<file path="config.mk">
export PLATFORM = sky130hd
export DESIGN_NAME = signed_radix_digit_emitter
export DESIGN_NICKNAME = d
export VERILOG_FILES = /design/src/rtl/sdre_pkg.sv /design/src/rtl/signed_radix_digit_emitter.sv /design/src/rtl/sdre_alphabet.sv /design/src/rtl/sdre_divider.sv /design/src/rtl/sdre_digit_stack.sv
export SDC_FILE = /design/constraint.sdc
export NUM_CORES = 2
export LEC_CHECK = 0
export ABC_AREA = 0
export BUFFER_PORTS_ARGS = -buffer_cell sky130_fd_sc_hd__buf_2
export CORE_ASPECT_RATIO = 0.6
export CORE_UTILIZATION = 30
export DETAILED_ROUTE_END_ITERATION = 8
export PLACE_DENSITY_LB_ADDON = 0.08
export SETUP_SLACK_MARGIN = 0.2
export SLEW_MARGIN = 20
export SYNTH_ARGS = -nofsm -noshare
export SYNTH_HDL_FRONTEND = slang
export SYNTH_SLANG_ARGS = --single-unit
</file>
<file path="constraint.sdc">
create_clock -name clk -period 7 [get_ports clk]
set_input_delay 0.35 -clock clk [delete_from_list [all_inputs] [get_ports clk]]
set_output_delay 0.35 -clock clk [all_outputs]
set_load 0.005 [all_outputs]
</file>
<file path="src/rtl/sdre_pkg.sv">
`timescale 1ns / 1ps
// ----------------------------------------------------------------------------
// sdre_pkg
// shared types, sizes and character codes of the signed radix digit emitter
// ----------------------------------------------------------------------------
package sdre_pkg;

	// sizes
	localparam int MAX_SYMBOLS = 128;
	localparam int VALUE_BITS  = 32;
	localparam int CHAR_W      = 7;
	localparam int SYMBOL_W    = 8;
	localparam int FIELD_W     = 32;
	localparam int DIGIT_W     = $clog2(MAX_SYMBOLS);
	localparam int COUNT_W     = $clog2(MAX_SYMBOLS + 1);
	localparam int DEPTH_W     = $clog2(VALUE_BITS + 1);
	localparam int STEP_W      = $clog2(VALUE_BITS);

	// character codes
	localparam logic [SYMBOL_W-1:0] CH_PLUS  = 8'h2B;
	localparam logic [SYMBOL_W-1:0] CH_MINUS = 8'h2D;
	localparam logic [SYMBOL_W-1:0] CH_SPACE = 8'h20;
	localparam logic [SYMBOL_W-1:0] CH_TILDE = 8'h7E;

	// item opcodes
	typedef enum logic [1:0] {
		MODE_CLEAR   = 2'd0,
		MODE_APPEND  = 2'd1,
		MODE_CONVERT = 2'd2
	} mode_t;

	typedef enum logic [2:0] {
		ST_IDLE,
		ST_DIV,
		ST_SIGN,
		ST_READ,
		ST_LOAD
	} state_t;

	typedef struct packed {
		logic [1:0]                 mode;
		logic [SYMBOL_W-1:0]        symbol_in;
		logic signed [FIELD_W-1:0]  value;
	} in_t;

	typedef struct packed {
		logic [CHAR_W-1:0] char_out;
		logic              last;
	} out_t;

	typedef struct packed {
		logic bad;
		logic short_set;
	} alph_stat_t;

	typedef struct packed {
		logic done;
		logic quot_zero;
	} div_stat_t;

	typedef struct packed {
		logic last_slot;
		logic single;
	} stk_stat_t;

endpackage

</file>
<file path="src/rtl/signed_radix_digit_emitter.sv">
`timescale 1ns / 1ps
// ----------------------------------------------------------------------------
// signed_radix_digit_emitter
// prints a signed value in the base set by a loaded digit alphabet
// ----------------------------------------------------------------------------
// usage
//   item channel (item_valid / item_stall / item): clear, append or convert.
//   a clear or append transfer produces nothing.
//   a convert transfer emits an optional '-' and then the digits, most
//   significant first, on the sym channel (sym_valid / sym_stall / sym), the
//   final character flagged by sym.last. a bad or short alphabet emits nothing.
// timing
//   one item in work at a time; item_stall is high while a conversion runs.
//   each digit costs one pass of the bit-serial divider; each emitted digit
//   then needs a stack pop and a registered alphabet read (ST_READ, then
//   ST_LOAD) into the output register; a '-' has its own state, ST_SIGN.
// reset
//   arst_n clears the alphabet count, the duplicate map and the bad flag;
//   the symbol store itself is not cleared.
// backpressure
//   sym_stall holds the output register; the sequencer waits for it and
//   picks up again without loss once the transfer completes.
// ----------------------------------------------------------------------------
module signed_radix_digit_emitter (
	input  logic            clk,
	input  logic            arst_n,
	input  logic            item_valid,
	output logic            item_stall,
	input  sdre_pkg::in_t   item,
	output logic            sym_valid,
	input  logic            sym_stall,
	output sdre_pkg::out_t  sym
);
	import sdre_pkg::*;

	state_t                state_q;
	state_t                state_nxt;

	// item decode
	logic                  accept;
	logic                  do_clear;
	logic                  do_append;
	logic                  conv_go;
	logic [VALUE_BITS-1:0] v_w;
	logic [VALUE_BITS-1:0] mag_w;

	// datapath links
	alph_stat_t            astat;
	div_stat_t             dstat;
	stk_stat_t             sstat;
	logic [COUNT_W-1:0]    base;
	logic [CHAR_W-1:0]     alph_data;
	logic [VALUE_BITS-1:0] quotient;
	logic [DIGIT_W-1:0]    remainder;
	logic [DIGIT_W-1:0]    top_digit;

	// sequencer outputs
	logic                  div_start;
	logic [VALUE_BITS-1:0] div_dividend;
	logic                  stk_clear;
	logic                  stk_push;
	logic                  stk_pop;
	logic                  alph_rd;
	logic                  out_load;
	logic [CHAR_W-1:0]     out_char;
	logic                  out_last;

	// per-conversion flags
	logic                  neg_q;
	logic                  last_q;

	// output register
	logic                  out_valid_q;
	out_t                  out_q;
	logic                  out_free;

	assign accept    = item_valid && !item_stall;
	assign do_clear  = accept && (item.mode == MODE_CLEAR);
	assign do_append = accept && (item.mode == MODE_APPEND);
	assign conv_go   = accept && (item.mode == MODE_CONVERT) &&
		!astat.bad && !astat.short_set;

	// sign-extend to the working width, magnitude as unsigned (covers the minimum)
	assign v_w   = VALUE_BITS'(signed'(item.value));
	assign mag_w = v_w[VALUE_BITS-1] ? (~v_w + VALUE_BITS'(1)) : v_w;

	assign out_free = !out_valid_q || !sym_stall;

	sdre_alphabet u_alph (
		.clk     (clk),
		.arst_n  (arst_n),
		.clear   (do_clear),
		.append  (do_append),
		.symbol  (item.symbol_in),
		.rd_en   (alph_rd),
		.rd_addr (top_digit),
		.rd_data (alph_data),
		.base    (base),
		.stat    (astat)
	);

	sdre_divider u_div (
		.clk       (clk),
		.arst_n    (arst_n),
		.start     (div_start),
		.dividend  (div_dividend),
		.base      (base),
		.quotient  (quotient),
		.remainder (remainder),
		.stat      (dstat)
	);

	sdre_digit_stack u_stk (
		.clk    (clk),
		.arst_n (arst_n),
		.clear  (stk_clear),
		.push   (stk_push),
		.pop    (stk_pop),
		.din    (remainder),
		.top    (top_digit),
		.stat   (sstat)
	);

	// next state
	always_comb begin
		state_nxt = state_q;
		unique case (state_q)
			ST_IDLE: begin
				if (conv_go) begin
					state_nxt = ST_DIV;
				end
			end
			ST_DIV: begin
				// stop when the quotient runs out or the digit stack is full
				if (dstat.done && (dstat.quot_zero || sstat.last_slot)) begin
					state_nxt = neg_q ? ST_SIGN : ST_READ;
				end
			end
			ST_SIGN: begin
				if (out_free) begin
					state_nxt = ST_READ;
				end
			end
			ST_READ: begin
				state_nxt = ST_LOAD;
			end
			ST_LOAD: begin
				if (out_free) begin
					state_nxt = last_q ? ST_IDLE : ST_READ;
				end
			end
			default: begin
				state_nxt = ST_IDLE;
			end
		endcase
	end

	// sequencer outputs
	always_comb begin
		item_stall   = 1'b1;
		div_start    = 1'b0;
		div_dividend = quotient;
		stk_clear    = 1'b0;
		stk_push     = 1'b0;
		stk_pop      = 1'b0;
		alph_rd      = 1'b0;
		out_load     = 1'b0;
		out_char     = alph_data;
		out_last     = last_q;
		unique case (state_q)
			ST_IDLE: begin
				item_stall = 1'b0;
				if (conv_go) begin
					div_start    = 1'b1;
					div_dividend = mag_w;
					stk_clear    = 1'b1;
				end
			end
			ST_DIV: begin
				if (dstat.done) begin
					stk_push = 1'b1;
					// next digit divides the quotient just produced
					if (!(dstat.quot_zero || sstat.last_slot)) begin
						div_start = 1'b1;
					end
				end
			end
			ST_SIGN: begin
				out_load = out_free;
				out_char = CHAR_W'(CH_MINUS);
				out_last = 1'b0;
			end
			ST_READ: begin
				stk_pop = 1'b1;
				alph_rd = 1'b1;
			end
			ST_LOAD: begin
				out_load = out_free;
			end
			default: begin
				item_stall = 1'b1;
			end
		endcase
	end

	always_ff @(posedge clk or negedge arst_n) begin
		if (!arst_n) begin
			state_q     <= ST_IDLE;
			out_valid_q <= 1'b0;
		end else begin
			state_q <= state_nxt;
			if (out_load) begin
				out_valid_q <= 1'b1;
			end else if (!sym_stall) begin
				out_valid_q <= 1'b0;
			end
		end
	end

	always_ff @(posedge clk) begin
		if (conv_go) begin
			neg_q <= v_w[VALUE_BITS-1];
		end
		// the popped digit is the final one when it was alone on the stack
		if (stk_pop) begin
			last_q <= sstat.single;
		end
		if (out_load) begin
			out_q.char_out <= out_char;
			out_q.last     <= out_last;
		end
	end

	assign sym_valid = out_valid_q;
	assign sym       = out_q;

endmodule

</file>
<file path="src/rtl/sdre_alphabet.sv">
`timescale 1ns / 1ps
// ----------------------------------------------------------------------------
// sdre_alphabet
// digit alphabet store with duplicate map, symbol count and bad flag
// ----------------------------------------------------------------------------
module sdre_alphabet (
	input  logic                           clk,
	input  logic                           arst_n,
	input  logic                           clear,
	input  logic                           append,
	input  logic [sdre_pkg::SYMBOL_W-1:0]  symbol,
	input  logic                           rd_en,
	input  logic [sdre_pkg::DIGIT_W-1:0]   rd_addr,
	output logic [sdre_pkg::CHAR_W-1:0]    rd_data,
	output logic [sdre_pkg::COUNT_W-1:0]   base,
	output sdre_pkg::alph_stat_t           stat
);
	import sdre_pkg::*;

	localparam int CODES = 1 << CHAR_W;

	logic [CHAR_W-1:0]  mem [MAX_SYMBOLS];
	logic [CODES-1:0]   seen_q;
	logic [COUNT_W-1:0] count_q;
	logic               bad_q;
	logic               sym_ok;
	logic               dup;
	logic               full;
	logic               take;

	assign sym_ok = (symbol != CH_PLUS) && (symbol != CH_MINUS) &&
		(symbol > CH_SPACE) && (symbol < CH_TILDE);
	assign dup    = seen_q[symbol[CHAR_W-1:0]];
	assign full   = (count_q == COUNT_W'(MAX_SYMBOLS));
	assign take   = append && sym_ok && !dup && !full;

	always_ff @(posedge clk or negedge arst_n) begin
		if (!arst_n) begin
			seen_q  <= '0;
			count_q <= '0;
			bad_q   <= 1'b0;
		end else if (clear) begin
			seen_q  <= '0;
			count_q <= '0;
			bad_q   <= 1'b0;
		end else if (append) begin
			if (take) begin
				seen_q[symbol[CHAR_W-1:0]] <= 1'b1;
				count_q                    <= count_q + COUNT_W'(1);
			end else begin
				bad_q <= 1'b1;
			end
		end
	end

	// symbol store, registered read
	always_ff @(posedge clk) begin
		if (take) begin
			mem[count_q[DIGIT_W-1:0]] <= symbol[CHAR_W-1:0];
		end
		if (rd_en) begin
			rd_data <= mem[rd_addr];
		end
	end

	assign base           = count_q;
	assign stat.bad       = bad_q;
	assign stat.short_set = (count_q < COUNT_W'(2));

endmodule

</file>
<file path="src/rtl/sdre_divider.sv">
`timescale 1ns / 1ps
// ----------------------------------------------------------------------------
// sdre_divider
// bit-serial restoring divider, one quotient bit per cycle
// ----------------------------------------------------------------------------
module sdre_divider (
	input  logic                            clk,
	input  logic                            arst_n,
	input  logic                            start,
	input  logic [sdre_pkg::VALUE_BITS-1:0] dividend,
	input  logic [sdre_pkg::COUNT_W-1:0]    base,
	output logic [sdre_pkg::VALUE_BITS-1:0] quotient,
	output logic [sdre_pkg::DIGIT_W-1:0]    remainder,
	output sdre_pkg::div_stat_t             stat
);
	import sdre_pkg::*;

	logic [VALUE_BITS-1:0] dvd_q;
	logic [DIGIT_W-1:0]    rem_q;
	logic [STEP_W-1:0]     step_q;
	logic                  busy_q;
	logic                  done_q;
	logic [DIGIT_W:0]      trial;
	logic [DIGIT_W:0]      base_x;
	logic [DIGIT_W:0]      diff;
	logic                  ge;
	logic [DIGIT_W-1:0]    rem_nxt;

	// partial remainder stays below base, so the shifted trial fits one extra bit
	assign trial   = {rem_q, dvd_q[VALUE_BITS-1]};
	assign base_x  = (DIGIT_W + 1)'(base);
	assign ge      = (trial >= base_x);
	assign diff    = trial - base_x;
	assign rem_nxt = ge ? diff[DIGIT_W-1:0] : trial[DIGIT_W-1:0];

	always_ff @(posedge clk or negedge arst_n) begin
		if (!arst_n) begin
			busy_q <= 1'b0;
			done_q <= 1'b0;
			step_q <= '0;
		end else begin
			done_q <= 1'b0;
			if (start) begin
				busy_q <= 1'b1;
				step_q <= '0;
			end else if (busy_q) begin
				step_q <= step_q + STEP_W'(1);
				if (step_q == STEP_W'(VALUE_BITS - 1)) begin
					busy_q <= 1'b0;
					done_q <= 1'b1;
				end
			end
		end
	end

	always_ff @(posedge clk) begin
		if (start) begin
			dvd_q <= dividend;
			rem_q <= '0;
		end else if (busy_q) begin
			dvd_q <= {dvd_q[VALUE_BITS-2:0], ge};
			rem_q <= rem_nxt;
		end
	end

	assign quotient       = dvd_q;
	assign remainder      = rem_q;
	assign stat.done      = done_q;
	assign stat.quot_zero = (dvd_q == '0);

endmodule

</file>
<file path="src/rtl/sdre_digit_stack.sv">
`timescale 1ns / 1ps
// ----------------------------------------------------------------------------
// sdre_digit_stack
// shift-register stack that turns low-first digits into high-first order
// ----------------------------------------------------------------------------
module sdre_digit_stack (
	input  logic                          clk,
	input  logic                          arst_n,
	input  logic                          clear,
	input  logic                          push,
	input  logic                          pop,
	input  logic [sdre_pkg::DIGIT_W-1:0]  din,
	output logic [sdre_pkg::DIGIT_W-1:0]  top,
	output sdre_pkg::stk_stat_t           stat
);
	import sdre_pkg::*;

	logic [DIGIT_W-1:0] stk_q [VALUE_BITS];
	logic [DEPTH_W-1:0] depth_q;

	always_ff @(posedge clk) begin
		if (push) begin
			stk_q[0] <= din;
			for (int i = 1; i < VALUE_BITS; i++) begin
				stk_q[i] <= stk_q[i-1];
			end
		end else if (pop) begin
			for (int i = 0; i < VALUE_BITS - 1; i++) begin
				stk_q[i] <= stk_q[i+1];
			end
		end
	end

	always_ff @(posedge clk or negedge arst_n) begin
		if (!arst_n) begin
			depth_q <= '0;
		end else if (clear) begin
			depth_q <= '0;
		end else if (push) begin
			depth_q <= depth_q + DEPTH_W'(1);
		end else if (pop) begin
			depth_q <= depth_q - DEPTH_W'(1);
		end
	end

	assign top            = stk_q[0];
	assign stat.last_slot = (depth_q == DEPTH_W'(VALUE_BITS - 1));
	assign stat.single    = (depth_q == DEPTH_W'(1));

endmodule

</file>
After elaboration in Yosys (flattened, before gate mapping)

Memory sizes are Yosys's and may differ from the RTL's. A register that Yosys moved wholly into a read port is not among the register bits.
Index checks and enable logic that the tools add are counted.

Add/subtract/negate cells: 6
Magnitude comparators: 6
Equality and inequality tests: 20
Multiplexer cells: 87
Bitwise operators: 33
Reduce and logical (&&, ||, !) cells: 34

Operators with widths:

| cell                  | number |
|---|---|
| $mux 128              | 3 |
| $mux 7                | 32 |
| $mux 32               | 5 |
| $or 128x128->128      | 1 |
| $add 32x1->32 const B | 1 |
| $logic_not 32->1      | 1 |
| $not 32->32           | 1 |
| $or 1x1->1            | 31 |
| $mux 1                | 30 |
| $mux 8                | 3 |
| $mux 6                | 3 |
| $ne 8x6->1 const B    | 2 |
| $pmux 3 s5            | 1 |
| $logic_and 1x1->1     | 14 |
| $mux 3                | 4 |
| $ne 2x2->1 const B    | 6 |
| $mux 5                | 2 |
| $add 8x1->8 const B   | 1 |
| $eq 8x8->1 const B    | 1 |
| $ge 8x8->1            | 1 |
| $gt 8x6->1 const B    | 1 |
| $lt 7x8->1 const B    | 1 |
| $lt 8x2->1 const B    | 1 |
| $lt 8x7->1 const B    | 1 |
| 28 further kinds      | 39 |

Register bits after elaboration: 203
RAM bits: 1120
Output and inout bits: 10
Word-level logic and storage cells: 203
Memories: 2

Memory list:

| name        | words | width | rd ports | clocked after Yosys merged registers in | wr ports | RTL line               | RTL |
|---|---|---|---|---|---|---|---|
| u_alph.mem  | 128   | 7     | 1        | 1                                       | 1        | sdre_alphabet.sv:22    | `logic [CHAR_W-1:0] mem [MAX_SYMBOLS];` |
| u_stk.stk_q | 32    | 7     | 32       | 0                                       | 32       | sdre_digit_stack.sv:18 | `logic [DIGIT_W-1:0] stk_q [VALUE_BITS];` |

Longest topological paths before layout

Depth after elaboration: 10
Mapped depth: 13
Gate-level depth less buffers: 10

Cells and area by module

From an unflattened synthesis, not the netlist that was laid out.

Cell total of the unflattened synthesis: 3172
Area total of the unflattened synthesis: 54202.0 µm²

Modules (own cells, without submodules):

| module                     | times used | cells an instance | area each (µm²) | sequential area each (µm²) |
|---|---|---|---|---|
| sdre_alphabet              | 1          | 1963              | 40228.6         | 29618.4 |
| sdre_digit_stack           | 1          | 779               | 9844.4          | 6876.6 |
| sdre_divider               | 1          | 202               | 2451.1          | 1276.2 |
| signed_radix_digit_emitter | 1          | 228               | 1677.9          | 400.4 |

Worst setup path before layout

No wires, ideal clock.

Kind: flip-flop to flip-flop
Start: register state_q[1]
End: memory u_stk.stk_q[0][0] in the netlist's numbering (enable)
Setup time: 1717 ps
Data arrival time: 4584 ps
Required time: 5283 ps
Path slack: 700 ps
Stages on the path, launching flop included: 5
Path buffers: 2
Period minus slack after synthesis: 6300 ps
Path through: dfrtp_1 > buf_1 > nand3_1 > clkbuf_1 > nand2_1

RTL lines:

| what                   | RTL line                          | RTL |
|---|---|---|
| start, declared        | signed_radix_digit_emitter.sv:36  | `state_t state_q;` |
| start signal, assigned | signed_radix_digit_emitter.sv:211 | `state_q <= state_nxt;` |
| end, declared          | sdre_digit_stack.sv:18            |  |

Final worst setup path

Start: register state_q[1]
End: memory u_alph.mem[43][6] (enable)

Cells in the longest elaborated chain, start to end: 8

RTL lines:

| what                            | RTL line                          | RTL |
|---|---|---|
| $logic_not 3->1                 | signed_radix_digit_emitter.sv:170 | `unique case (state_q)` |
| $logic_and 1x1->1               | signed_radix_digit_emitter.sv:77  | `assign accept = item_valid && !item_stall;` |
| $logic_and 1x1->1               | signed_radix_digit_emitter.sv:79  | `assign do_append = accept && (item.mode == MODE_APPEND);` |
| $logic_and 1x1->1 (3 in series) | sdre_alphabet.sv:35               | `assign take = append && sym_ok && !dup && !full;` |
| $mux 1                          | sdre_alphabet.sv:58               | `if (take) begin` |
| $mux 1 (not written as such)    | sdre_alphabet.sv:59               | `mem[count_q[DIGIT_W-1:0]] <= symbol[CHAR_W-1:0];` |
| end, declared                   | sdre_alphabet.sv:22               |  |

Every way passes these cells.

==> results.json <==
{
  "status": "finished, final reports clean",
  "grt_first_pass_wirelength_mm": 222,
  "yosys_warnings": 0,
  "timing_hold_violations_final": 0,
  "critical_path_start_type": "flop",
  "first_pass_iters": 7,
  "min_period_over_period_pct": 64.0,
  "vias": 30500,
  "power_frac_clock_pct": 30.9,
  "synth-seq-area-share_pct": 70.6,
  "worst_case_setup_margin_in_the_final_layout_ns": 2.52,
  "vias_in_the_first_global_route": 31000,
  "max_slew_headroom_pct": 25.3,
  "cts.repair.resized": 0,
  "die_area_mm2": 0.183,
  "worst_clock_skew_ns": 0.0494,
  "switching_share_pct": 31.0,
  "routed_wl_met2_mm": 60.8,
  "share_seq_of_total_power_pct": 43.9,
  "grt_max_degree": 115,
  "rsz0062_at_grt": "no",
  "post-place-ws_ns": 1.90,
  "cts_hold_repair.buffers": 22,
  "number_of_enable_flip_flop_cells_after_synthesis": 1169,
  "post_route_cells_drive_above_1_share_pct": 21.2,
  "netSwitchingPower_mw": 7.30,
  "p_comb_share_pct": 25.1,
  "post_synth_instance_area_mm2": 0.0542,
  "synth.top_cell.area_share_pct": 64.7,
  "number_of_slew_limit_violations_in_the_final_report": 0,
  "route.top_layer_used": "met5",
  "synth_cell_types": 78,
  "initial_antenna_violation_count": 18,
  "max-clock-path-buffers": 4,
  "power-per-cell-area_mw_per_mm2": 377,
  "reg2reg_setup_slack_ns": 2.52,
  "synth_nets": 3431,
  "power.internal_mw": 16.2,
  "ys_top_cells_by_area": "sky130_fd_sc_hd__edfxtp_1, sky130_fd_sc_hd__mux4_2, sky130_fd_sc_hd__dfrtp_1, sky130_fd_sc_hd__nand2_1, sky130_fd_sc_hd__nor4_1",
  "max_cap_violations": 0,
  "period_minus_slack_ns": 4.48,
  "cts_tree": "done",
  "fmax_mhz": 223,
  "route.layer.met1.wl_mm": 75.6,
  "peak_fanout_along_the_critical_path": 114,
  "clkSinkCount": 1298,
  "nFillCells": 16900,
  "ioPinCount": 56,
  "root_buffer": "sky130_fd_sc_hd__clkbuf_16",
  "drt-vias-per-instance": 5.12,
  "max_slew.worst_pin.slew_ns": 1.12,
  "cts.reportedPaths.clkPinSlew_ns": 0.06,
  "layout_overhead_on_the_synthesized_area_pct": 15.1,
  "postSynth.asyncResetShare_pct": 9.40,
  "ant_nets": 0,
  "floorplan.die.width_um": 551,
  "drcViolationCount": 0,
  "floorplan.initialDensity_pct": 30.3,
  "final_setup_violating_endpoints": 0,
  "worstHoldPathType": "in2reg",
  "drt_wl_total_mm": 152,
  "crit_required_ns": 7.50,
  "timing_worst_setup_path_type": "reg2reg",
  "placement.io_buffers": 55,
  "leakage_nw": 21.0,
  "insertion_delay_ns": 0.80,
  "gp_routability_congestion": 0.793,
  "cts_post_setup_buffers_inserted": 0,
  "crit_arrival_ns": 4.98,
  "drc_violation_total_after_the_first_tritonroute_iteration": 2961,
  "grt_remaining_overflow": 0,
  "htree_num_levels": 4,
  "cp-end-kind": "flop",
  "per_cell_routed_wire_length_um": 25.4,
  "design.final.nets": 3545,
  "ir_worst_vdd_mv": 0.194,
  "final_power_mw": 23.5,
  "dp_hpwl_mm": 92.4,
  "syn_area_per_cell_um2": 16.1,
  "dominantRegCellSynth": "sky130_fd_sc_hd__edfxtp_1",
  "synth_top_area_cell": "sky130_fd_sc_hd__edfxtp_1",
  "die_h_um": 331,
  "syn_inst": 3368,
  "track_usage_pct": 16.6,
  "ys_ff_latch": 1298,
  "route.met3.wl_mm": 12.8,
  "fp-row-count": 120,
  "cts_made_buffers": 142,
  "fp.coreArea_mm2": 0.179,
  "setup_total_negative_slack_ns": 0
}
==> sequential cells by signal (all words and copies together) (netlist names), 3 cells and up <==
name and count:
u_div.step_q 5, u_alph.base 8, u_alph.mem 896, state_q 3, u_div.remainder 7, u_alph.seen_q 96, sym 8, u_alph.rd_data 7
u_stk.stk_q 224, u_stk.depth_q 6, u_div.quotient 32
==> power groups by stage <==
stage / combinational [mW] / sequential [mW] / clock [mW]
2_1_floorplan: 3.87 / 10.3 / 0
3_3_place_gp: 5.90 / 10.5 / 0
3_5_place_dp: 6.00 / 10.5 / 0
4_1_cts: 6.03 / 10.3 / 7.49
5_1_grt: 6.52 / 10.4 / 7.76
6_report: 5.91 / 10.3 / 7.27
==> Yosys cell counts (all sizes together), types with 7 or more instances <==
master and count:
nor2b 16, nand2b 10, o21ai 31, nor4 127
nor2 99, o31ai 16, xor2 32, ha 16
xnor2 7, clkbuf 170, or2 7, edfxtp 1169
buf 65, a21oi 89, and3 8, inv 73
and2 10, a32o 45, or3 13, mux2 14
a22oi 8, nand4 10, dfrtp 122, a211oi 7
nand2 713, nand3 24, dfxtp 7, o311ai 47
mux4 300, nor3 17, mux2i 23
==> metal layers <==
| metal | vias to the layer above | GRT usage (%) |
|---|---|---|
| met1 | 16100 | 25.9 |
| li1 | 13300 | - |
| met4 | 2 | 3.62 |
| met3 | 181 | 5.36 |
| met5 | - | 0 |
| met2 | 946 | 22.0 |
==> worst max-delay path, stage by stage, from the launching register on <==
cell                      delay (ns)
sky130_fd_sc_hd__dfrtp_1        0.53
sky130_fd_sc_hd__or4b_4         0.61
sky130_fd_sc_hd__or2_1          0.36
sky130_fd_sc_hd__or3_1          0.44
sky130_fd_sc_hd__nor2_1         0.11
sky130_fd_sc_hd__and4b_2        0.41
sky130_fd_sc_hd__nor3_4         0.09
sky130_fd_sc_hd__buf_12         0.25
sky130_fd_sc_hd__nor4_1         0.93
sky130_fd_sc_hd__buf_4          0.26
==> cell usage in the layout, fill, tap and decap left out, drive strengths merged, types with 23 or more instances in the layout <==
master and n:
mux2i 23, buf 183, clkinv 47, a21oi 89, nand2 713, nand3 24, clkbuf 176, inv 76
mux4 300, a32o 45, o311ai 47, nor4 127, xor2 32, dfrtp 122, nor2 99, o21ai 31
edfxtp 1169
==> stage by stage <==
step	utilization, %	hold slack (ns)	instances	area [µm²]
final	34.9	0.0438	5959	62400
after global routing	34.9	0.0181	5958	62400
after CTS	34.8	0.000645	5954	62300
after detailed placement	32.2	0.365	5693	57700
after global placement	32.2	0.360	5693	57700
after floorplan	-	0.0544	3368	54200
==> area by class of cell <==
type                            instances  area, µm²  area share (%)
Antenna cell                            3       7.51          0.0120
Clock buffer                          176       3790            6.06
Clock inverter                         63        567           0.908
Inverter                               73        277           0.443
Multi-Input combinational cell       1762      14900            23.9
Sequential cell                      1298      38300            61.3
Tap cell                             2379       2980            4.77
Timing Repair Buffer                  205       1590            2.55
==> worst paths after layout <==
path,endpoint,from,cells past startpoint
max,u_alph.mem[43][6],state_q[1],9
min,u_div.quotient[29],item[29],3
max reg2reg,u_alph.mem[43][6],state_q[1],9
min reg2reg,u_stk.stk_q[31][4],u_stk.stk_q[30][4],0
max in group asynchronous,u_alph.base[2],arst_n,3
min in group asynchronous,u_alph.seen_q[65],arst_n,2
==> kinds of logic (layout without fill, tap and decap cells) <==
family                     count (synthesis)  after routing  share of synthesized area (%)
AOI/OAI and AO/OA                        288            288                           3.82
xor gates and xnor gates                  39             39                          0.630
adders and majority gates                 17             17                          0.406
buffers and inverters                    308            517                           2.33
DFF                                     1298           1298                           70.6
muxes                                    337            337                           13.2
other                                      0              3                              0
and+or+nand+nor                         1081           1081                           9.03
Power figures use the tool's default switching activity.
